$ cat config.mk
export PLATFORM = sky130hd
export DESIGN_NAME = ssc_div_cell
export DESIGN_NICKNAME = d
export VERILOG_FILES = /design/src/ssc_pkg.sv /design/src/ssc_div_cell.sv
export SDC_FILE = /design/constraint.sdc
export NUM_CORES = 1
export LEC_CHECK = 0
export ABC_AREA = 0
export BUFFER_PORTS_ARGS = -buffer_cell sky130_fd_sc_hd__buf_2
export CAP_MARGIN = 20
export CORE_AREA = 2 2 419 421
export CTS_BUF_LIST = sky130_fd_sc_hd__clkbuf_8 sky130_fd_sc_hd__clkbuf_16
export DETAILED_ROUTE_END_ITERATION = 6
export DIE_AREA = 0 0 421 423
export PLACE_DENSITY = 0.33
export RECOVER_POWER = 100
export SYNTH_ARGS = -nofsm -noshare
export SYNTH_HDL_FRONTEND = slang
export SYNTH_SLANG_ARGS = --single-unit
$ cat constraint.sdc
create_clock -name clk -period 1.4 [get_ports clk]
set_input_delay 0.28 -clock clk [delete_from_list [all_inputs] [get_ports clk]]
set_output_delay 0.28 -clock clk [all_outputs]
set_load 0.01 [all_outputs]
$ cat src/ssc_pkg.sv
`timescale 1ns / 1ps
// ---------------------------------------------------------------------------
// ssc_pkg: shared types and constants
// Types and constants for the sphere/sphere contact pipeline and its cells.
// ---------------------------------------------------------------------------
package ssc_pkg;

	localparam int COORD_W   = 31;            // world centre, signed Q14.16
	localparam int RAD_W     = 30;            // radius, unsigned Q14.16
	localparam int MAG_W     = 32;            // |B - A| per axis
	localparam int RSUM_W    = 31;
	localparam int SQ_W      = 64;            // squared distance, Q32.32
	localparam int ROOT_W    = 32;            // distance, Q16.16
	localparam int REM_W     = 35;            // square root partial remainder
	localparam int DIV_W     = 48;            // normal numerator / divisor
	localparam int Q_W       = 17;            // normal quotient
	localparam int NORM_W    = 18;            // normal, signed Q1.16
	localparam int PROD_W    = 47;            // |n| * radius_a
	localparam int POINT_W   = 32;
	localparam int PEN_W     = 31;
	localparam int SQRT_STEPS = 32;
	localparam int DIV_STEPS  = 17;
	localparam int NEAR_LIMIT = 6;
	localparam logic [Q_W-1:0] ONE_Q16 = 17'd65536;

	localparam int IN_W  = 248;
	localparam int OUT_W = 184;

	// Item context that travels alongside the arithmetic cells
	typedef struct packed {
		logic                           hit;
		logic [2:0][COORD_W-1:0]        ca;
		logic [2:0]                     neg;
		logic [2:0][MAG_W-1:0]          mag;
		logic [RAD_W-1:0]               ra;
		logic [RSUM_W-1:0]              rsum;
	} ctx_t;

	// Square root cell state
	typedef struct packed {
		logic [REM_W-1:0]  rem;
		logic [ROOT_W-1:0] root;
		logic [SQ_W-1:0]   rad;
	} sqrt_st_t;

	// Division cell state, three lanes sharing one divisor
	typedef struct packed {
		logic [2:0][DIV_W-1:0] rem;
		logic [2:0][Q_W-1:0]   q;
		logic [DIV_W-1:0]      dv;
		logic [ROOT_W-1:0]     dlen;
	} div_st_t;

endpackage

$ cat src/ssc_div_cell.sv
`timescale 1ns / 1ps
// ---------------------------------------------------------------------------
// ssc_div_cell: one quotient bit of the three normal divisions
// Restoring step on each lane; the shared divisor halves per cell.
// ---------------------------------------------------------------------------
module ssc_div_cell (
	input  logic              clk,
	input  logic              arst_n,
	input  logic              en,
	input  logic              vld_i,
	input  ssc_pkg::ctx_t     ctx_i,
	input  ssc_pkg::div_st_t  st_i,
	output logic              vld_o,
	output ssc_pkg::ctx_t     ctx_o,
	output ssc_pkg::div_st_t  st_o
);

	logic [2:0] take;

	always_comb begin
		for (int i = 0; i < 3; i++) begin
			take[i] = (st_i.rem[i] >= st_i.dv);
		end
	end

	always_ff @(posedge clk or negedge arst_n) begin
		if (!arst_n) begin
			vld_o <= 1'b0;
		end else if (en) begin
			vld_o <= vld_i;
		end
	end

	always_ff @(posedge clk) begin
		if (en) begin
			ctx_o   <= ctx_i;
			for (int i = 0; i < 3; i++) begin
				st_o.rem[i] <= take[i] ? (st_i.rem[i] - st_i.dv) : st_i.rem[i];
				st_o.q[i]   <= {st_i.q[i][ssc_pkg::Q_W-2:0], take[i]};
			end
			st_o.dv   <= {1'b0, st_i.dv[ssc_pkg::DIV_W-1:1]};
			st_o.dlen <= st_i.dlen;
		end
	end

endmodule

==> After elaboration in Yosys (flattened, before gate mapping) <==
Index checks and enable logic that the tools add are counted.
{ "totals": {"regBits": 529, "input_bits": 533, "out_inout_bits": 530} }
{ "classes": {"n_addsub": 3, "order_cmp": 3, "muxes": 3} }
{ "ops": {"columns": ["cell", "count"], "rows": [
  ["48-bit greater-or-equal comparator", 3],
  ["48-bit 2-to-1 mux", 3],
  ["48-bit subtractor", 3]
]} }

==> Depth between registers and ports, before layout <==
Gate-level depths: netlist of the first run.
{ "depth": {"depth_word": 2, "mapped_depth": 15} }

==> Worst setup path before layout of the first run <==
No wires, ideal clock.
{ "synth_timing": {"path_kind": "input -> register", "from": "in st_i[131] (netlist name)", "to": "reg st_o[173] (netlist name), data pin", "setup_ns": 0.255, "t_arrival_ns": 2.712, "required_ns": 1.145, "setup_slack_ns": -1.567, "stages": 13, "cell_sequence": "inv_1 -> ha_1 -> fa_1 -> nand2b_1 -> a21oi_1 -> o2bb2ai_1 -> nand2_1 -> a21o_1 -> a211oi_1 -> o21a_1 -> buf_2 -> or4_1 -> and3_1"} }
{ "synth_via": {"elab_chain_len": 2} }
{ "synth_lines": {"columns": ["element", "line_no", "source"], "rows": [
  ["from (decl)", "ssc_div_cell.sv:12", "input ssc_pkg::div_st_t st_i,"],
  ["48-bit subtractor / 48-bit greater-or-equal comparator (equally long branches)", "ssc_div_cell.sv:38, ssc_div_cell.sv:22", null],
  ["48-bit 2-to-1 mux *", "ssc_div_cell.sv:38", "st_o.rem[i] <= take[i] ? (st_i.rem[i] - st_i.dv) : st_i.rem[i];"],
  ["to (decl)", "ssc_div_cell.sv:15", "output ssc_pkg::div_st_t st_o"]
]} }
Mark *: on every way between the ends. The rest lies on a longest branch, timed or not.
A chain may end at the register's enable or synchronous reset.

==> Worst setup path after layout of the first run <==
{ "layout_timing": {"from": "in st_i[34] (netlist name)", "to": "reg st_o[214] (netlist name), data pin"} }
Same word-level chain as after synthesis.

==> out/metrics.yaml, run 1 <==
status:
  outcome: "finished with violations"
  violations: "setup timing"
die:
  dieArea_mm2: 0.1781
  placementRows: 153
  start_util_pct: 15.15
  die_width_um: 421
  ios: 1063
  core_mm2: 0.1732
  die_y_um: 423
detailed_routing:
  wl_per_cell_um: 22.37
  postRouteWirelength_um: 154400
  drtIter0Drc: 1265
  drc_errors: 0
  final_antenna_net_count: 0
  vias: 26870
  dr.pass1.iters: 7
  viasPerCell: 3.895
finish:
  fillCellCount: 18150
  final_layout_size_suffix_gt1_share_pct: 49.21
  area_delta_synth_final_pct: 95.24
  final_net_count: 5196
timing:
  slew_headroom_pct: 42.66
  fmax_mhz: 381.7
  setup_ws_ns: -1.220
  hold_viol_final: 0
  fin_hold_ws_ns: 0.08276
  fin_crit_sh_pct: 187.2
  fin_crit_ns: 2.620
  rsz0062_at_grt: "yes"
  skew_ns: 0
  finalSetupViolations: 686
  worst_slew_pin_slew_ns: 0.8601
  slew_viol_final: 0
cts:
  cts_made_buffers: 69
  cts_root_buf: "clkbuf_16"
  cts_buffer_depth: 3
  clk_pin_slew_worst_paths_ns: 0.06
  cts_max_level: 3
  cts_tree: "yes"
  cts.sinks: 529
  clock_latency_ns: 0.66
logic_synthesis:
  netlist_instances: 2188
  synth_cell_type_count: 82
  synth.most_common_cell: "edfxtp_1"
  syn_nets: 2868
  seq_area_frac_synth_pct: 60.49
  synthFlopType: "edfxtp_1"
  ys_warn_count: 0
  yosysTopAreaCellShare_pct: 60.40
  synthTopCellsByArea: "edfxtp_1 60%, ha_1 6.9%, a21oi_1 3.8%"
  synth-edff-count: 528
  syn_area_mm2: 0.02625
  avgSynthCellArea_um2: 12.00
  synth.top_cells.by_count: "528 x edfxtp_1, 197 x a21oi_1, 196 x nand2_1"
  yosysTopAreaCell: "edfxtp_1"
  synth_seq_cells: 529
  async_reset_ff_share_pct: 0.1890
placement:
  numPortBuffers: 1058
  dp_hpwl_um: 125700
  gp_congestion: 0.8601
worst_setup_path:
  worst_path_most_repeated_cell: "buf_6"
  cp_max_fo: 6
  worstPathRequired_ns: 1.82
  cpPeakStageDelay_ns: 0.52
  start_kind: "primary input"
  arrival_ns: 3.04
  path_cells: "buf_8 > clkinvlp_4 > buf_4 > ha_4 > buf_6 > nand4_1 > or4_4 > nor4_4 > a2111oi_4 > o21ai_4 > buf_12 > buf_6 > buf_16 > o2111ai_1 > o221a_2"
  end_kind: "flop"
  slowest_stage: "or4_4"
  critPathKind: "primary input to flop"
power_and_ir_drop:
  total_power_w: 0.05416
  p_per_area_mw_per_mm2: 1057
  ir_worst_vdd_mv: 0.7207
  power.leakage_nw: 21.90
global_route:
  antenna_found_initial: 35
  grt_pass1_vias: 28290
  overflow: 0
  track_usage_pct: 16.77
  grt_max_degree: 52
  grt_pass1_wl_um: 212300
flow_run:
  maxCapViolations: 0
hold_path:
  hp-class: "primary input to flop"
-- worst paths after layout --
kind / startpoint / endpoint / slack [ns] / cells after the start
worst min register to register: vld_o / vld_o / 0.51 / 1
min in group asynchronous: arst_n / vld_o / 0.47 / 3
worst max-delay path: st_i[34] / st_o[214] / -1.22 / 15
worst max register to register: vld_o / vld_o / 0.66 / 1
max in group asynchronous: arst_n / vld_o / 0.83 / 3
worst min-delay path: st_i[244] / st_o[244] / 0.08 / 4
-- where the power goes --
| group | switching [W] | internal [W] |
|---|---|---|
| sequential | 0.000592 | 0.0193 |
| clock | 0.00777 | 0.0101 |
| combinational | 0.00828 | 0.00815 |
| total | 0.0166 | 0.0375 |
-- state kept, by name, indices dropped and copies added, names as in the netlist --
name / cells
vld_o: 1
st_o: 274
ctx_o: 254
-- routing by layer --
| metal | global-route usage, % | share of wire (%) | vias to the layer above |
|---|---|---|---|
| met3 | 2.443 | 3.3 | 242 |
| met4 | 7.224 | 4.6 | 0 |
| met2 | 34.00 | 57 | 707 |
| met5 | 0 | 0 | - |
| met1 | 16.60 | 35 | 13000 |
| li1 | - | - | 12930 |
-- critical path, delay by kind of cell --
family / cells / cell delay [ns]
compound gates: 4 / 0.50
buf+inv: 7 / 0.86
simple gates: 3 / 1.13
fa+ha+maj: 1 / 0.26
-- cell usage in the layout, fill, tap and decap left out, types with 16 or more instances in the layout --
cell | netlist | final
a21oi_2 | 1 | 33
nand2_2 | 0 | 16
nor3_1 | 37 | 26
o21ai_2 | 0 | 39
buf_2 | 20 | 879
nand4_1 | 46 | 46
o21bai_1 | 28 | 27
o21ai_1 | 7 | 18
ha_4 | 0 | 48
o21a_1 | 27 | 25
xnor2_1 | 51 | 47
edfxtp_1 | 528 | 528
buf_6 | 1 | 179
dlygate4sd3_1 | 0 | 507
o21ai_0 | 155 | 91
ha_1 | 144 | 93
buf_12 | 0 | 28
clkinvlp_4 | 0 | 25
buf_8 | 0 | 22
clkbuf_16 | 0 | 70
a21oi_1 | 197 | 155
clkinv_1 | 0 | 17
clkbuf_1 | 65 | 44
inv_1 | 89 | 60
nand2_1 | 196 | 172
xor2_1 | 64 | 58
buf_4 | 2 | 659
a21o_1 | 79 | 77
nor2_1 | 141 | 127
nand3_1 | 40 | 36
-- what timing repair did --
action                                  4_1_cts  5_1_grt
gates resized for setup                     620      171
endpoints found under the setup margin      676      676
pin swaps                                   120      106
gates cloned                                 11        1
buffers inserted                             52       31
hold buffers                                507        0
hold endpoints to repair                    505        0
-- stage by stage --
stage	cell area, um^2	instances	setup TNS, ns	util, %	worst slack (ns)
global route	51250	6897	-245.82	29.58	-1.244
floorplan	26720	2188	-180.93	-	-1.416
detailed placement	40060	6183	-300.52	23.12	-2.263
finish	51250	6900	-197.59	29.58	-1.220
CTS	50580	6874	-248.93	29.20	-1.233
global placement	40060	6183	-299.27	23.12	-2.229
-- final cells by class --
type	instances	area, um^2	area share (%)
clock buffer	69	1727	3.369
timing repair buffer	2349	17900	34.92
tap	2325	2909	5.676
sequential	529	15880	30.98
inverter	91	450.4	0.8788
antenna	5	12.51	0.02441
clock inverter	56	514.2	1.003
multi-input combinational	1476	11860	23.14
-- cells by family after synthesis --
| family | synth area share (%) |
|---|---|
| buffers and inverters | 2.774 |
| adders and majority gates | 7.092 |
| DFF | 60.49 |
| AOI/OAI and AO/OA | 14.90 |
| and+or+nand+nor | 10.12 |
| other | 0.01428 |
| xor gates and xnor gates | 3.837 |
| muxes | 0.7626 |
Power figures use the tool's default switching activity.
==> run 2: changes to the inputs <==
--- a/config.mk
+++ b/config.mk
@@ -6,13 +6,13 @@
 export NUM_CORES = 1
 export LEC_CHECK = 0
 export ABC_AREA = 0
-export BUFFER_PORTS_ARGS = -buffer_cell sky130_fd_sc_hd__buf_2
 export CAP_MARGIN = 20
 export CORE_AREA = 2 2 419 421
 export CTS_BUF_LIST = sky130_fd_sc_hd__clkbuf_8 sky130_fd_sc_hd__clkbuf_16
 export DETAILED_ROUTE_END_ITERATION = 6
 export DIE_AREA = 0 0 421 423
-export PLACE_DENSITY = 0.33
+export DONT_BUFFER_PORTS = 1
+export PLACE_DENSITY = 0.3
 export RECOVER_POWER = 100
 export SYNTH_ARGS = -nofsm -noshare
 export SYNTH_HDL_FRONTEND = slang
==> run 2 against run 1 <==
Effect of this change:
- the flow finishes with violations (hold timing, slew limit, setup timing)
- worst hold slack worse by 0.35 ns
- core utilization is 2.9 points lower
- non-clock buffer count is 1074 lower
- combinational power is 24% lower
- critical path type unchanged
- largest cell class is now registers
- highest routed layer is now met5
==> out/metrics.yaml, run 2 (synthesized netlist as in run 1, its figures left out) <==
status:
  outcome: "finished with violations"
  violations: "hold timing, slew limit, setup timing"
detailed_routing:
  wl_per_cell_um: 27.08  # +21%
  postRouteWirelength_um: 158000  # +2.3%
  vias: 23520  # -12%
  drtIter0Drc: 1274  # +0.71%
  final_antenna_net_count: 0  # unchanged
  drc_errors: 0  # unchanged
  dr.pass1.iters: 5  # -2
  viasPerCell: 4.032  # +3.5%
placement:
  numPortBuffers: 0  # -100%
  gp_congestion: 0.8611  # +0.12%
  dp_hpwl_um: 120200  # -4.4%
  place_area_mm2: 0.03437  # -14%
worst_setup_path:
  setup.worst_path.start: "en"
  critPathKind: "primary input to flop"
  start_kind: "primary input"
  cp_max_fo: 529  # +523
  worstPathRequired_ns: 0.27  # -1.55 ns
  arrival_ns: 2.77  # -0.27 ns
  r2r-start: "vld_o"
  end_kind: "flop"
cts:
  clock_latency_ns: 0.66  # about the same
  cts.sinks: 529  # unchanged
  cts_root_buf: "clkbuf_16"
  clk_pin_slew_worst_paths_ns: 0.06  # about the same
  cts_made_buffers: 67  # -2.9%
  cts_buffer_depth: 3  # unchanged
  cts_tree: "yes"
  cts_max_level: 3  # unchanged
timing:
  hold_viol_final: 13  # +13
  rsz0062_at_grt: "yes"
  slew_viol_final: 450  # +450
  slew_headroom_pct: -248.6  # -290 points
  worst_slew_pin_slew_ns: 5.229  # +4.369 ns
  fin_crit_ns: 3.893  # +1.273 ns
  fin_crit_sh_pct: 278.1  # +91 points
  setup_ws_ns: -2.493  # -1.273 ns
  fmax_mhz: 256.9  # -33%
  finalSetupViolations: 810  # +18%
  skew_ns: 0  # unchanged
  fin_hold_ws_ns: -0.2717  # -0.3544 ns
power_and_ir_drop:
  power.leakage_nw: 17.70  # -19%
  p_per_area_mw_per_mm2: 1131  # +7.0%
  ir_worst_vdd_mv: 0.6920  # -4.0%
global_route:
  track_usage_pct: 16.95  # +0.17 points
  overflow: 0  # unchanged
  grt_pass1_vias: 24440  # -14%
  antenna_found_initial: 47  # +34%
  grt_pass1_wl_um: 209400  # -1.4%
  grt_max_degree: 530  # +920%
die:
  ios: 1063  # unchanged
  placementRows: 153  # unchanged
  dieArea_mm2: 0.1781  # unchanged
  die_width_um: 421  # unchanged
  start_util_pct: 15.15  # unchanged
  die_y_um: 423  # unchanged
  core_mm2: 0.1732  # unchanged
finish:
  reg_top3: "st_o: 274 flops, ctx_o: 254 flops, vld_o: 1 flops"
  multi_input_area_mm2: 0.01252  # +5.6%
  mostFrequentLayoutCells: "612 x buf_4, 532 x dlygate4sd3_1, 528 x edfxtp_1, 155 x nand2_1, 136 x a21oi_1"
  area_delta_synth_final_pct: 75.83
  final_net_count: 4120  # -21%
  final_common_cell: "buf_4"
  final_layout_size_suffix_gt1_share_pct: 37.08  # -12 points
  largest_register: "st_o"
  largest_reg_flops: 274  # unchanged
  final_util_pct: 26.64  # -2.9 points
  fillCellCount: 18020  # -0.72%
  stdcell_area_mm2: 0.04616  # -9.9%
  seqCellArea_mm2: 0.01588  # unchanged
hold_path:
  hp-class: "primary input to flop"
  hp-start: "en"
flow_run:
  maxCapViolations: 0  # unchanged
run 2: layout make-up:
type	count	area share (%)
well taps	2325	6.303
inverters	91	1.019
flip-flops and latches	529	34.40
clock inverters	54	1.117
repair buffers	1275	26.30
diodes	16	0.08674
multi-input cells	1476	27.13
clock buffers	67	3.632
run 2: stage by stage:
step / std cells / total power, W / TNS [ns] / setup slack (ns) / hold slack, ns
after global routing: 5823 / 0.05438 / -193.48 / -1.211 / -0.3421
after global placement: 5073 / 0.03063 / -310.72 / -2.482 / -0.01327
after floorplan: 2188 / 0.02524 / -180.93 / -1.416 / -0.01559
after detailed placement: 5073 / 0.03050 / -307.96 / -2.480 / -0.01327
final: 5833 / 0.05219 / -907.36 / -2.493 / -0.2717
after CTS: 5783 / 0.05202 / -195.11 / -1.053 / -0.4129
run 2: repair_timing:
action | 4_1_cts | 5_1_grt
endpoints found under the hold margin | 689 | 95
resized for setup | 453 | 272
hold buffers | 520 | 12
pin swaps | 103 | 93
setup endpoints to repair | 676 | 676
buffers inserted | 69 | 25
gates cloned | 9 | 6
run 2: final timing paths:
path	endpoint	cells after the start	slack [ns]
setup / recovery	st_o[1]	0	-2.49
hold / removal	st_o[97]	0	-0.27
setup reg to reg	vld_o	1	0.55
hold reg to reg	vld_o	1	0.63
max in group asynchronous	vld_o	2	0.67
min in group asynchronous	vld_o	2	0.53
run 2: layer usage:
layer  routed length, um  global-route usage [%]
met2               87720                   33.41
met3                8030                   3.258
met1               55360                   17.14
met5                  13                       0
met4                6844                   7.044
run 2: power breakdown:
| group | switching (W) | total, W | internal [W] |
|---|---|---|---|
| logic | 0.00594 | 0.0125 | 0.00658 |
| clock network | 0.00777 | 0.0179 | 0.0102 |
| registers | 0.00222 | 0.0217 | 0.0195 |
| total | 0.0159 | 0.0522 | 0.0363 |
