==> src/ssc_pkg.sv <==
`timescale 1ns / 1ps
// ---------------------------------------------------------------------------
// ssc_pkg: shared types and constants
// Types and constants for the sphere/sphere contact pipeline and its cells.
// ---------------------------------------------------------------------------
package ssc_pkg;

	localparam int COORD_W   = 31;            // world centre, signed Q14.16
	localparam int RAD_W     = 30;            // radius, unsigned Q14.16
	localparam int MAG_W     = 32;            // |B - A| per axis
	localparam int RSUM_W    = 31;
	localparam int SQ_W      = 64;            // squared distance, Q32.32
	localparam int ROOT_W    = 32;            // distance, Q16.16
	localparam int REM_W     = 35;            // square root partial remainder
	localparam int DIV_W     = 48;            // normal numerator / divisor
	localparam int Q_W       = 17;            // normal quotient
	localparam int NORM_W    = 18;            // normal, signed Q1.16
	localparam int PROD_W    = 47;            // |n| * radius_a
	localparam int POINT_W   = 32;
	localparam int PEN_W     = 31;
	localparam int SQRT_STEPS = 32;
	localparam int DIV_STEPS  = 17;
	localparam int NEAR_LIMIT = 6;
	localparam logic [Q_W-1:0] ONE_Q16 = 17'd65536;

	localparam int IN_W  = 248;
	localparam int OUT_W = 184;

	// Item context that travels alongside the arithmetic cells
	typedef struct packed {
		logic                           hit;
		logic [2:0][COORD_W-1:0]        ca;
		logic [2:0]                     neg;
		logic [2:0][MAG_W-1:0]          mag;
		logic [RAD_W-1:0]               ra;
		logic [RSUM_W-1:0]              rsum;
	} ctx_t;

	// Square root cell state
	typedef struct packed {
		logic [REM_W-1:0]  rem;
		logic [ROOT_W-1:0] root;
		logic [SQ_W-1:0]   rad;
	} sqrt_st_t;

	// Division cell state, three lanes sharing one divisor
	typedef struct packed {
		logic [2:0][DIV_W-1:0] rem;
		logic [2:0][Q_W-1:0]   q;
		logic [DIV_W-1:0]      dv;
		logic [ROOT_W-1:0]     dlen;
	} div_st_t;

endpackage

==> src/ssc_sqrt_cell.sv <==
`timescale 1ns / 1ps
// ---------------------------------------------------------------------------
// ssc_sqrt_cell: one digit of the integer square root
// Takes the top two radicand bits, resolves one root bit, shifts on.
// ---------------------------------------------------------------------------
module ssc_sqrt_cell (
	input  logic               clk,
	input  logic               arst_n,
	input  logic               en,
	input  logic               vld_i,
	input  ssc_pkg::ctx_t      ctx_i,
	input  ssc_pkg::sqrt_st_t  st_i,
	output logic               vld_o,
	output ssc_pkg::ctx_t      ctx_o,
	output ssc_pkg::sqrt_st_t  st_o
);

	logic [ssc_pkg::REM_W-1:0] r2;
	logic [ssc_pkg::REM_W-1:0] trial;
	logic                      take;

	assign r2    = {st_i.rem[ssc_pkg::REM_W-3:0], st_i.rad[ssc_pkg::SQ_W-1 -: 2]};
	assign trial = {1'b0, st_i.root, 2'b01};
	assign take  = (r2 >= trial);

	always_ff @(posedge clk or negedge arst_n) begin
		if (!arst_n) begin
			vld_o <= 1'b0;
		end else if (en) begin
			vld_o <= vld_i;
		end
	end

	always_ff @(posedge clk) begin
		if (en) begin
			ctx_o     <= ctx_i;
			st_o.rem  <= take ? (r2 - trial) : r2;
			st_o.root <= {st_i.root[ssc_pkg::ROOT_W-2:0], take};
			st_o.rad  <= {st_i.rad[ssc_pkg::SQ_W-3:0], 2'b00};
		end
	end

endmodule

==> config.mk <==
export PLATFORM = sky130hd
export DESIGN_NAME = ssc_sqrt_cell
export DESIGN_NICKNAME = d
export VERILOG_FILES = /design/src/ssc_pkg.sv /design/src/ssc_sqrt_cell.sv
export SDC_FILE = /design/constraint.sdc
export NUM_CORES = 1
export LEC_CHECK = 0
export ABC_CLOCK_PERIOD_IN_PS = 900
export BUFFER_PORTS_ARGS = -buffer_cell sky130_fd_sc_hd__buf_4
export CAP_MARGIN = 20
export CORE_AREA = 4 4 296 298
export DETAILED_ROUTE_END_ITERATION = 16
export DIE_AREA = 0 0 300 302
export RECOVER_POWER = 50
export SYNTH_ARGS = -nofsm -noshare
export SYNTH_HDL_FRONTEND = slang
export SYNTH_SLANG_ARGS = --single-unit
==> constraint.sdc <==
create_clock -name clk -period 0.9 [get_ports clk]
set_clock_uncertainty 0.2 [all_clocks]
set_input_delay 0.135 -clock clk [delete_from_list [all_inputs] [get_ports clk]]
set_output_delay 0.135 -clock clk [all_outputs]
set_load 0.01 [all_outputs]
After elaboration in Yosys (flattened, before gate mapping)
Cells that the tools add are included.
{ "op_classes": {"add_sub_neg": 1, "magnitude_cmp": 1, "n_mux": 1} }
{ "ops": {"columns": ["operator", "count"], "rows": [
  ["$ge A35 B34 Y1", 1],
  ["$mux W35", 1],
  ["$sub A35 B34 Y35", 1]
]} }
{ "totals": {"reg_bits": 384, "in_bits": 389, "out_inout_bits": 386, "word_cells": 17} }

Logic depth before layout (Yosys ltp)
Gate-level depths: netlist (run 1).
{ "depth": {"word_depth": 2, "ltp_mapped": 13} }

Worst setup path after synthesis (run 1)
No wires, ideal clock.
{ "synth_path": {"path_kind": "input to register", "startpoint": "input st_i[69] (netlist bit)", "endpoint": "register st_o[124] (netlist bit) (data pin)", "path_slack_ns": -1.750, "arrival_time_ns": 2.190, "path_stages": 10, "cell_sequence": "inv_1 ha_1 a211oi_1 o21bai_1 nor4_2 o21ai_2 a211oi_1 o221ai_1 xnor2_1 mux2_2"} }
{ "synth_between": {"elab_chain_cells": 2, "elab_cells_between_ends": 3, "classes_between": "add/sub: 1; order compare: 1; mux: 1"} }
{ "synth_lines": {"columns": ["element", "line", "text"], "rows": [
  ["start, declared", "ssc_sqrt_cell.sv:12", "input ssc_pkg::sqrt_st_t st_i,"],
  ["$sub A35 B34 Y35 / $ge A35 B34 Y1 (equally long branches)", "ssc_sqrt_cell.sv:37, ssc_sqrt_cell.sv:24", null],
  ["$mux W35 *", "ssc_sqrt_cell.sv:37", "st_o.rem <= take ? (r2 - trial) : r2;"],
  ["end, declared", "ssc_sqrt_cell.sv:15", "output ssc_pkg::sqrt_st_t st_o"]
]} }
Mark *: on every way between the ends. The rest lies on a longest branch, timed or not.
A chain may end at the register's enable or synchronous reset.

Worst setup path after layout (run 1)
{ "layout_path": {"startpoint": "input st_i[86] (netlist bit)", "endpoint": "register st_o[99] (netlist bit) (data pin)"} }
{ "layout_between": {"elab_chain_cells": 2} }
{ "layout_lines": {"columns": ["element", "line", "text"], "rows": [
  ["$ge A35 B34 Y1", "ssc_sqrt_cell.sv:24", "assign take = (r2 >= trial);"],
  ["$mux W35", "ssc_sqrt_cell.sv:37", null]
]} }
Every way passes these cells.

==> out/metrics.cfg, run 1 <==
[status]
status = finished, violations left
violations = hold timing, setup timing

[logic_synthesis]
avgSynthCellArea_um2 = 18.5
yosysTopAreaCell = edfxtp_1
synth_common_cells = 383 x edfxtp_1, 46 x a21oi_1, 46 x inv_1, 45 x nor2_1, 34 x ha_1
synth_area_leaders = edfxtp_1 82%, ha_1 3.0%, a21oi_1 1.6%
async_flop_share = 0.00260
ys_types = 61
ys_seq_area_frac = 0.824
synth_top_area_share = 0.822
synth-seq-cells = 384
synthCells = 755
synth_edf_count = 383
synth_flop_cell = edfxtp_1
syn_area_mm2 = 0.0140
yosysMostFrequentCell = edfxtp_1
yosysWarnings = 0

[global_route]
globalRouteTotalUtil = 0.131
first_global_vias = 13470
grt_max_degree = 44
antenna_found_initial = 16
gr-total-overflow = 0
grt_first_pass_wirelength_um = 88600

[routing]
drc = 0
drt_wl_total_um = 64300
antenna_left = 0
via_per_inst = 3.76
vias = 12352
drt-pass1-iter-count = 5
first_iter_violations = 635
wl_per_cell_um = 19.6

[sta]
relSlewSlack = 0.650
holdWs_ns = -0.449
fmax_mhz = 439
slew_viol_final = 0
rsz0062_at_grt = yes
hold_viol = 28
period_share = 2.53
layout_min_cycle_time_ns = 2.28
setup_tns_ns = -307.90
max_slew.worst_pin.slew_ns = 0.526
worst_slack_ns = -1.38
setup_viol = 779

[worst_setup_path]
worstReg2RegEnd = vld_o$_DFFE_PN0P_
slowest_stage = mux2_2
cp-end-kind = register
start_kind = input pin
cp-startpoint = st_i[86]
crit-reg2reg-launch = vld_o$_DFFE_PN0P_
rr_worst_depth = 1
crit_buf_inv = 4
crit_family = simple AND/OR/NAND/NOR gates
worst_ep_arrival_time_ns = 2.38
crit_top_cell = buf_12
required_ns = 1.01
rrSetupSlack_ns = -0.07
crit_chain = buf_12, inv_12, ha_4, nand4_1, nand2b_4, or3_4, a211oi_2, buf_4, o31ai_4, o21ai_4, buf_12, mux2_2
critPathMaxStageDelay_ns = 0.34
crit_fanout = 16
path_class = input pin to register

[cts]
cts_inserted_buffers = 46
clkTransAtPathRegs_ns = 0.06
h-tree-depth = 2
cts_tree = built
cts_sinks = 384
clock_latency_ns = 0.57
clockBufferDepth = 3
cts-root-buf = clkbuf_16

[finish]
area_growth_pct = 111
fillers = 8028
stdcell_count = 3282
regArea_mm2 = 0.0115
multiInputGateArea_mm2 = 0.00262
fin_nets = 2512
drive_above_1_share = 0.518

[die]
die_x_um = 300
core_area_mm2 = 0.0849
start_util = 0.165
pin_count = 775
die-height_um = 302
std_cell_rows = 107
dieArea_mm2 = 0.0906

[power]
power_density_mw_per_mm2 = 1760
p_leak_nw = 12.2
ir_worst_vdd_v = 0.00129
power.total_mw = 51.9

[hold_path]
hold_start = st_i[88]
holdPathStages = 1
hold-path-endpoint = st_o[89]$_DFFE_PP_
min_path_type = input pin to register

[place]
gp_congestion = 0.911
post-dp-hpwl_um = 47400
dp.cells = 2823
port-buffer-count = 770
post-place-ws_ns = -2.11

[flow_run]
maxCapViolations = 0

[routing by layer]
metal | part of all wire | global-route usage
met1 | 0.36 | 0.144
met2 | 0.53 | 0.240
met3 | 0.084 | 0.0400
met4 | 0.031 | 0.0464
met5 | 0 | 0
[state kept, by name (all words and copies together) (netlist names)]
signal  cells
ctx_o     254
st_o      129
vld_o       1
[where the power goes]
| group | internal (mW) | switching [mW] | total, mW | leakage, nW |
|---|---|---|---|---|
| combinational | 6.41 | 4.39 | 10.8 | 7.72 |
| sequential | 21.5 | 0.874 | 22.4 | 3.76 |
| clock | 11.1 | 7.58 | 18.7 | 0.726 |
| total | 39.1 | 12.8 | 51.9 | 12.2 |
[cells in the final DEF (no fill, tap or decap), types with 4 or more instances in the layout]
cell / instances
nor2_1: 33
ha_4: 11
ha_1: 17
clkbuf_4: 26
nor2b_1: 4
inv_6: 4
nor2_2: 12
clkinv_2: 5
a21o_1: 8
clkbuf_16: 46
o21ai_0: 17
inv_1: 38
nand4_1: 9
dlygate4sd3_1: 357
and3_1: 5
nor3_1: 8
edfxtp_1: 383
inv_2: 4
a21oi_2: 25
nand2_1: 20
bufinv_16: 6
clkbuf_1: 7
xor2_1: 9
o211ai_1: 5
clkinv_1: 12
ha_2: 6
a21oi_1: 21
clkinvlp_4: 4
a21oi_4: 4
buf_6: 370
xnor2_1: 21
mux2_1: 4
buf_12: 14
mux2_4: 6
diode_2: 14
buf_4: 526
[cell type report]
class                   instances  share of cell area
well taps                    1144              0.0484
clock buffers                  51              0.0396
repair buffers               1298               0.414
multi-input cells             313              0.0886
clock inverters                32              0.0117
diodes                         14             0.00119
inverters                      46             0.00652
flip-flops and latches        384               0.390
[timing repair]
item,in CTS,in global routing
resized for setup,326,87
pin swaps,8,2
buffers inserted,4,0
endpoints found under the hold margin,569,165
hold buffers,356,1
setup endpoints to repair,421,421
cloned,1,0
[worst max-delay path by stage]
stage | end | slack (ns) | cells after the start
floorplan | st_o[112]$_DFFE_PP_ | -1.56 | 11
global placement | st_o[124]$_DFFE_PP_ | -2.12 | 12
detailed placement | st_o[112]$_DFFE_PP_ | -2.11 | 12
CTS | st_o[99]$_DFFE_PP_ | -1.36 | 12
global route | st_o[118]$_DFFE_PP_ | -1.49 | 12
finish | st_o[99]$_DFFE_PP_ | -1.38 | 12
[cell families (layout without fill, tap and decap cells)]
logic type | count (synthesis) | count (layout) | synth area share
compound gates | 121 | 121 | 0.0578
other cells | 1 | 16 | 0.000268
mux | 15 | 15 | 0.0121
flops | 384 | 384 | 0.824
xor+xnor | 31 | 31 | 0.0194
buf+inv | 59 | 1427 | 0.0187
simple gates | 110 | 110 | 0.0375
fa+ha+maj | 34 | 34 | 0.0304
[through the flow]
stage / hold slack, ns / util / instance area (um2)
global placement: -0.276 / 0.269 / 22800
finish: -0.449 / 0.348 / 29500
global route: -0.503 / 0.348 / 29500
detailed placement: -0.279 / 0.269 / 22800
floorplan: -0.361 / - / 14300
CTS: -0.506 / 0.344 / 29200
No activity file was read; power rests on OpenSTA's default activity.
==> run 2: changes to the inputs <==
--- a/config.mk
+++ b/config.mk
@@ -8,3 +8,3 @@
 export ABC_CLOCK_PERIOD_IN_PS = 900
-export BUFFER_PORTS_ARGS = -buffer_cell sky130_fd_sc_hd__buf_4
+export BUFFER_PORTS_ARGS = -buffer_cell sky130_fd_sc_hd__buf_2
 export CAP_MARGIN = 20
==> constraint.sdc (replaced) <==
create_clock -name clk -period 0.9 [get_ports clk]
set_clock_uncertainty 0.2 [all_clocks]
set_input_delay 0.045 -clock clk [delete_from_list [all_inputs] [get_ports clk]]
set_output_delay 0.045 -clock clk [all_outputs]
set_load 0.01 [all_outputs]
==> run 2 against run 1 <==
Design area is 8.3% lower; cell count is 1.0% higher; critical path depth is 1 higher; register-to-register slack worse by 0.13 ns; largest power group unchanged; the run still ends with hold timing, setup timing left; combinational power is 13% lower; utilization is 2.9 points lower; global-route usage is 0.60 points lower; die area stayed put; sequential power is 2% lower; count of clock-buffer cells in the layout is 3 higher; via count is 0.63% lower; non-clock buffer count is 39 higher.
==> out/metrics.cfg, run 2 (same netlist as run 1, synthesis figures left out) <==
[sta]
layout_min_cycle_time_ns = 2.20  ; was 2.28 ns
max_slew.worst_pin.slew_ns = 0.670  ; was 0.526 ns
relSlewSlack = 0.553  ; was 0.650
fmax_mhz = 454  ; was 439 MHz
rsz0062_at_grt = yes  ; unchanged
holdWs_ns = -0.536  ; was -0.449 ns
setup_viol = 678  ; was 779
slew_viol_final = 0  ; unchanged
worst_slack_ns = -1.30  ; was -1.38 ns
setup_tns_ns = -216.49  ; was -307.90 ns
period_share = 2.45  ; was 2.53
hold_viol = 57  ; was 28

[die]
core_area_mm2 = 0.0849  ; unchanged
std_cell_rows = 107  ; unchanged
start_util = 0.165  ; unchanged
die_x_um = 300  ; unchanged
die-height_um = 302  ; unchanged
pin_count = 775  ; unchanged
dieArea_mm2 = 0.0906  ; unchanged

[finish]
fillers = 8410  ; was 8028
regArea_mm2 = 0.0115  ; unchanged
area_growth_pct = 93.7  ; was 111%
largest_reg_flops = 254  ; unchanged
finalCoreUtilization = 0.319  ; was 0.348
final_common_cell = buf_2  ; was buf_4
multiInputGateArea_mm2 = 0.00291  ; was 0.00262 mm2
drive_above_1_share = 0.536  ; was 0.518
final_cell_mix = 719 x buf_2, 383 x edfxtp_1, 371 x dlygate4sd3_1  ; was 526 x buf_4, 383 x edfxtp_1, 370 x buf_6
fin_nets = 2549  ; was 2512
max_flop_register = ctx_o  ; unchanged
reg_top3 = ctx_o (254), st_o (129), vld_o (1)  ; unchanged

[place]
post-dp-hpwl_um = 45000  ; was 47400 um
gp_congestion = 0.863  ; was 0.911
port-buffer-count = 770  ; unchanged

[worst_setup_path]
crit_chain = buf_8, ha_4, o21a_1, o211ai_1, buf_4, a311o_1, buf_4, a21o_4, o31ai_4, buf_6, a21oi_2, xnor2_2, mux2_4  ; was buf_12, inv_12, ha_4, nand4_1, nand2b_4, or3_4, a211oi_2, buf_4, o31ai_4, o21ai_4, buf_12, mux2_2
crit_buf_inv = 4  ; unchanged
required_ns = 1.01  ; about the same
rrSetupSlack_ns = -0.20  ; was -0.07 ns
slowest_stage = a311o_1  ; was mux2_2
path_class = input pin to register  ; unchanged
cp-end-kind = register  ; unchanged
crit_top_cell = buf_4  ; was buf_12
worst_ep_arrival_time_ns = 2.31  ; was 2.38 ns
crit_family = compound AO/OA/AOI/OAI gates  ; was simple AND/OR/NAND/NOR gates
critPathMaxStageDelay_ns = 0.31  ; was 0.34 ns
crit_fanout = 4  ; was 16
start_kind = input pin  ; unchanged

[routing]
wl_per_cell_um = 18.3  ; was 19.6 um
drt-pass1-iter-count = 4  ; was 5
drt_wl_total_um = 60800  ; was 64300 um
antenna_left = 0  ; unchanged
drc = 0  ; unchanged
vias = 12274  ; was 12352
via_per_inst = 3.70  ; was 3.76
first_iter_violations = 637  ; was 635

[global_route]
grt_first_pass_wirelength_um = 84500  ; was 88600 um
first_global_vias = 13200  ; was 13470
grt_max_degree = 36  ; was 44
antenna_found_initial = 18  ; was 16
gr-total-overflow = 0  ; unchanged
globalRouteTotalUtil = 0.125  ; was 0.131

[power]
ir_worst_vdd_v = 0.00129  ; about the same
p_leak_nw = 11.4  ; was 12.2 nW
power_density_mw_per_mm2 = 1810  ; was 1760 mW/mm2

[cts]
clock_latency_ns = 0.56  ; was 0.57 ns
h-tree-depth = 2  ; unchanged
cts_sinks = 384  ; unchanged
clockBufferDepth = 3  ; unchanged
cts_tree = built  ; unchanged
cts-root-buf = clkbuf_16  ; unchanged
clkTransAtPathRegs_ns = 0.06  ; about the same
cts_inserted_buffers = 44  ; was 46

[flow_run]
maxCapViolations = 0  ; unchanged

[hold_path]
min_path_type = input pin to register  ; unchanged

[status]
status = finished, violations left  ; unchanged
violations = hold timing, setup timing  ; unchanged

-- run 2: worst register-to-register path, delay by kind of cell (launching register included) --
family / cells / cell delay, ns
flip-flops: 1 / 0.41
multiplexers: 1 / 0.26
buffers and inverters: 1 / 0.12
-- run 2: final cells by class --
cell class                      count  share of cell area
Sequential cell                   384               0.425
Timing Repair Buffer             1337               0.354
Multi-Input combinational cell    313               0.107
Tap cell                         1144              0.0528
Clock buffer                       54              0.0424
Clock inverter                     26             0.00970
Inverter                           46             0.00711
Antenna cell                       12             0.00111
-- run 2: final timing paths --
| kind | startpoint | to | cells after the start |
|---|---|---|---|
| min in group asynchronous | arst_n | vld_o$_DFFE_PN0P_ | 3 |
| hold / removal | st_i[64] | st_o[65]$_DFFE_PP_ | 1 |
| max in group asynchronous | arst_n | vld_o$_DFFE_PN0P_ | 3 |
| hold reg to reg | vld_o$_DFFE_PN0P_ | vld_o$_DFFE_PN0P_ | 2 |
| setup / recovery | st_i[96] | st_o[129]$_DFFE_PP_ | 13 |
| setup reg to reg | vld_o$_DFFE_PN0P_ | vld_o$_DFFE_PN0P_ | 2 |
-- run 2: routing by layer --
layer	global-route usage	vias up	wire, um
met1	0.138	5951	22200
met2	0.224	538	30900
met3	0.0424	98	5470
met4	0.0467	10	2140
met5	0	-	64
li1	-	5677	-
-- run 2: power breakdown --
group / internal (mW) / total [mW] / switching, mW
registers: 21.5 / 22.0 / 0.557
logic: 4.92 / 9.40 / 4.48
clock network: 10.3 / 17.7 / 7.42
-- run 2: timing repair --
item	in CTS	in global routing
resized for setup	152	52
pin swaps	16	8
gates cloned	2	0
hold buffers	366	5
buffers inserted	13	6
setup endpoints to repair	421	421
hold endpoints to repair	767	656
-- run 2: through the flow --
stage	hold WS, ns	total power [mW]	instance area, um2	setup WS (ns)	std cells
finish	-0.536	49.1	27100	-1.30	3316
global route	-0.581	51.3	27100	-1.39	3308
CTS	-0.591	49.6	26900	-1.25	3299
detailed placement	-0.369	29.6	21000	-1.97	2839
global placement	-0.370	29.5	21000	-2.01	2839
floorplan	-0.451	25.0	14300	-1.47	756
==> run 3: changes to the inputs <==
- ABC_AREA: unset -> 1
- CORE_AREA: 4 4 296 298 -> 4 4 302 304
- DIE_AREA: 0 0 300 302 -> 0 0 306 308
==> run 3 against run 2 <==
The run still ends with hold timing, setup timing left; sequential power about the same; sequential share of layout area shrank 2.0 points; power increased by 2.9%; worst hold slack got worse by 0.0085 ns; global-route usage is 2.0 points higher; setup slack better by 0.58 ns; count of clock-buffer cells in the layout rose by 3; critical path depth is 3 higher; fmax up 36%; clock power increased by 3%; largest cell class unchanged.
==> out/metrics.cfg, run 3 <==
[sta]
relSlewSlack = 0.643  ; was 0.553
hold_viol = 62  ; was 57
slew_viol_final = 0  ; unchanged
holdWs_ns = -0.544  ; was -0.536 ns
layout_min_cycle_time_ns = 1.62  ; was 2.20 ns
max_slew.worst_pin.slew_ns = 0.533  ; was 0.670 ns
rsz0062_at_grt = yes  ; unchanged
worst_slack_ns = -0.725  ; was -1.30 ns
setup_viol = 804  ; was 678
fmax_mhz = 616  ; was 454 MHz
period_share = 1.81  ; was 2.45

[die]
core_area_mm2 = 0.0882  ; was 0.0849 mm2
die-height_um = 308  ; was 302 um
start_util = 0.166  ; was 0.165
dieArea_mm2 = 0.0942  ; was 0.0906 mm2
die_x_um = 306  ; was 300 um
std_cell_rows = 109  ; was 107
pin_count = 775  ; unchanged

[finish]
fin_nets = 2838  ; was 2549
stdcell_count = 3622  ; was 3316
area_growth_pct = 94.3  ; was 93.7%
final_cell_mix = 649 x buf_2, 383 x edfxtp_1, 362 x dlygate4sd3_1  ; was 719 x buf_2, 383 x edfxtp_1, 371 x dlygate4sd3_1
max_flop_register = ctx_o  ; unchanged
final_common_cell = buf_2  ; unchanged
drive_above_1_share = 0.501  ; was 0.536
reg_top3 = ctx_o (254), st_o (129), vld_o (1)  ; unchanged
largest_reg_flops = 254  ; unchanged

[routing]
drt-pass1-iter-count = 5  ; was 4
wl_per_cell_um = 20.2  ; was 18.3 um
vias = 13814  ; was 12274
drt_wl_total_um = 73100  ; was 60800 um
antenna_left = 0  ; unchanged
via_per_inst = 3.81  ; was 3.70
drc = 0  ; unchanged
first_iter_violations = 882  ; was 637

[logic_synthesis]
synth_top_area_share = 0.785  ; was 0.822
ys_types = 29  ; was 61
avgSynthCellArea_um2 = 14.0  ; was 18.5 um2
ys_seq_area_frac = 0.787  ; was 0.824
async_flop_share = 0.00260  ; unchanged
yosysWarnings = 0  ; unchanged
synth_flop_cell = edfxtp_1  ; unchanged
synth-seq-cells = 384  ; unchanged
yosysTopAreaCell = edfxtp_1  ; unchanged
synthCells = 1045  ; was 755
yosysMostFrequentCell = edfxtp_1  ; unchanged
synth_common_cells = 383 x edfxtp_1, 305 x nand2_1, 126 x inv_1, 59 x nor2_1  ; was 383 x edfxtp_1, 46 x a21oi_1, 46 x inv_1, 45 x nor2_1, 34 x ha_1
synth_edf_count = 383  ; unchanged
syn_area_mm2 = 0.0146  ; was 0.0140 mm2
synth_area_leaders = edfxtp_1 79%, nand2_1 7.8%, inv_1 3.2%  ; was edfxtp_1 82%, ha_1 3.0%, a21oi_1 1.6%

[global_route]
grt_first_pass_wirelength_um = 100000  ; was 84500 um
grt_max_degree = 30  ; was 36
globalRouteTotalUtil = 0.145  ; was 0.125
gr-total-overflow = 0  ; unchanged
antenna_found_initial = 13  ; was 18
first_global_vias = 14376  ; was 13200

[cts]
clkTransAtPathRegs_ns = 0.06  ; about the same
cts_tree = built  ; unchanged
cts_inserted_buffers = 45  ; was 44
h-tree-depth = 2  ; unchanged
cts-root-buf = clkbuf_16  ; unchanged
clockBufferDepth = 3  ; unchanged
clock_latency_ns = 0.57  ; was 0.56 ns
cts_sinks = 384  ; unchanged

[power]
ir_worst_vdd_v = 0.00202  ; was 0.00129 V
clkPwrFrac = 0.360  ; about the same
p_sw_mw = 13.4  ; was 12.5 mW
power_density_mw_per_mm2 = 1780  ; was 1810 mW/mm2
intPower_mw = 37.2  ; was 36.7 mW
p_leak_nw = 12.6  ; was 11.4 nW
combPwrFrac = 0.204  ; was 0.191
seq_power_share = 0.436  ; was 0.448
switching_share = 0.264  ; was 0.253

[worst_setup_path]
worst_ep_arrival_time_ns = 1.75  ; was 2.31 ns
crit_top_cell = nand3_2  ; was buf_4
rr_worst_depth = 1  ; was 2
slowest_stage = ha_4  ; was a311o_1
crit_buf_inv = 6  ; was 4
start_kind = input pin  ; unchanged
critPathMaxStageDelay_ns = 0.22  ; was 0.31 ns
rrSetupSlack_ns = -0.04  ; was -0.20 ns
cp-startpoint = st_i[79]  ; was st_i[96]
worstReg2RegEnd = vld_o$_DFFE_PN0P_  ; unchanged
path_class = input pin to register  ; unchanged
crit_family = simple AND/OR/NAND/NOR gates  ; was compound AO/OA/AOI/OAI gates
required_ns = 1.03  ; was 1.01 ns
crit-reg2reg-launch = vld_o$_DFFE_PN0P_  ; unchanged
crit_fanout = 9  ; was 4
cp-end-kind = register  ; unchanged
crit_chain = buf_2, inv_2, ha_4, nand2_4, inv_2, nand2_1, nand3_2, a21oi_2, nand3_2, nand3_2, nand2_4, buf_4, buf_12, buf_16, nand3_1, nand2_1  ; was buf_8, ha_4, o21a_1, o211ai_1, buf_4, a311o_1, buf_4, a21o_4, o31ai_4, buf_6, a21oi_2, xnor2_2, mux2_4

[place]
gp_congestion = 0.886  ; was 0.863
dp.cells = 3127  ; was 2839
post-dp-hpwl_um = 55700  ; was 45000 um
port-buffer-count = 770  ; unchanged

[hold_path]
hold-path-endpoint = st_o[79]$_DFFE_PP_  ; was st_o[65]$_DFFE_PP_
hold_start = st_i[78]  ; was st_i[64]
min_path_type = input pin to register  ; unchanged
holdPathStages = 1  ; unchanged

[status]
violations = hold timing, setup timing  ; unchanged
status = finished, violations left  ; unchanged

[flow_run]
maxCapViolations = 0  ; unchanged

## run 3: cell types whose count changed after synthesis, sizes merged, moves of 14 or more
cell / delta
o21ai: -14
a21oi: -21
nand2: +286
nand3: +33
xnor2: -19
nor2: +16
inv: +85
## run 3: power by group through the flow
stage          combinational, mW  sequential (mW)  clock [mW]
2_1_floorplan               1.88             23.1           0
4_1_cts                     9.92             22.0        18.9
6_report                    10.3             22.0        18.2
3_3_place_gp                7.51             22.3           0
3_5_place_dp                7.56             22.3           0
5_1_grt                     11.0             22.2        19.5
## run 3: metrics by stage
step	TNS, ns	area (um2)	power (mW)	utilization	setup slack [ns]
floorplan	-32.50	15100	25.0	-	-0.931
global placement	-129.78	21600	29.8	0.245	-1.37
detailed placement	-129.54	21600	29.8	0.245	-1.40
CTS	-395.26	27800	50.8	0.315	-0.629
global route	-419.92	28400	52.7	0.322	-0.797
finish	-393.09	28500	50.6	0.322	-0.725
## run 3: layer usage
layer	wire, um	vias to the layer above	GRT usage
li1	-	6332	-
met2	38500	618	0.274
met5	40	-	0
met1	26600	6725	0.157
met3	5020	133	0.0352
met4	2960	6	0.0484
## run 3: area by class of cell
class	count	area, um2
Fill cell	8725	59800
Sequential cell	384	11500
Timing Repair Buffer	1327	9910
Multi-Input combinational cell	523	3480
Tap cell	1165	1460
Clock buffer	57	1190
Inverter	131	558
Clock inverter	27	270
Timing Repair inverter	3	47.5
Antenna cell	5	12.5
## run 3: worst max path at each step
stage	cells past startpoint	slack, ns	end
global route	15	-0.80	st_o[129]$_DFFE_PP_
detailed placement	14	-1.40	st_o[117]$_DFFE_PP_
global placement	14	-1.37	st_o[129]$_DFFE_PP_
CTS	1	-0.63	st_o[8]
finish	16	-0.72	st_o[129]$_DFFE_PP_
floorplan	14	-0.93	st_o[122]$_DFFE_PP_
## run 3: cells by family after synthesis
logic type | synth area share
AOI/OAI and AO/OA | 0.0160
other | 0.000256
muxes | 0.000769
DFF | 0.787
buffers and inverters | 0.0386
adders and majority gates | 0.0290
and+or+nand+nor | 0.118
xor gates and xnor gates | 0.0108
## run 3: repair_timing
item | CTS | global route
hold buffers | 347 | 16
setup buffers | 24 | 12
resized for setup | 300 | 113
setup endpoints to repair | 421 | 804
cloned | 7 | 1
pin swaps | 32 | 22
endpoints found under the hold margin | 767 | 643
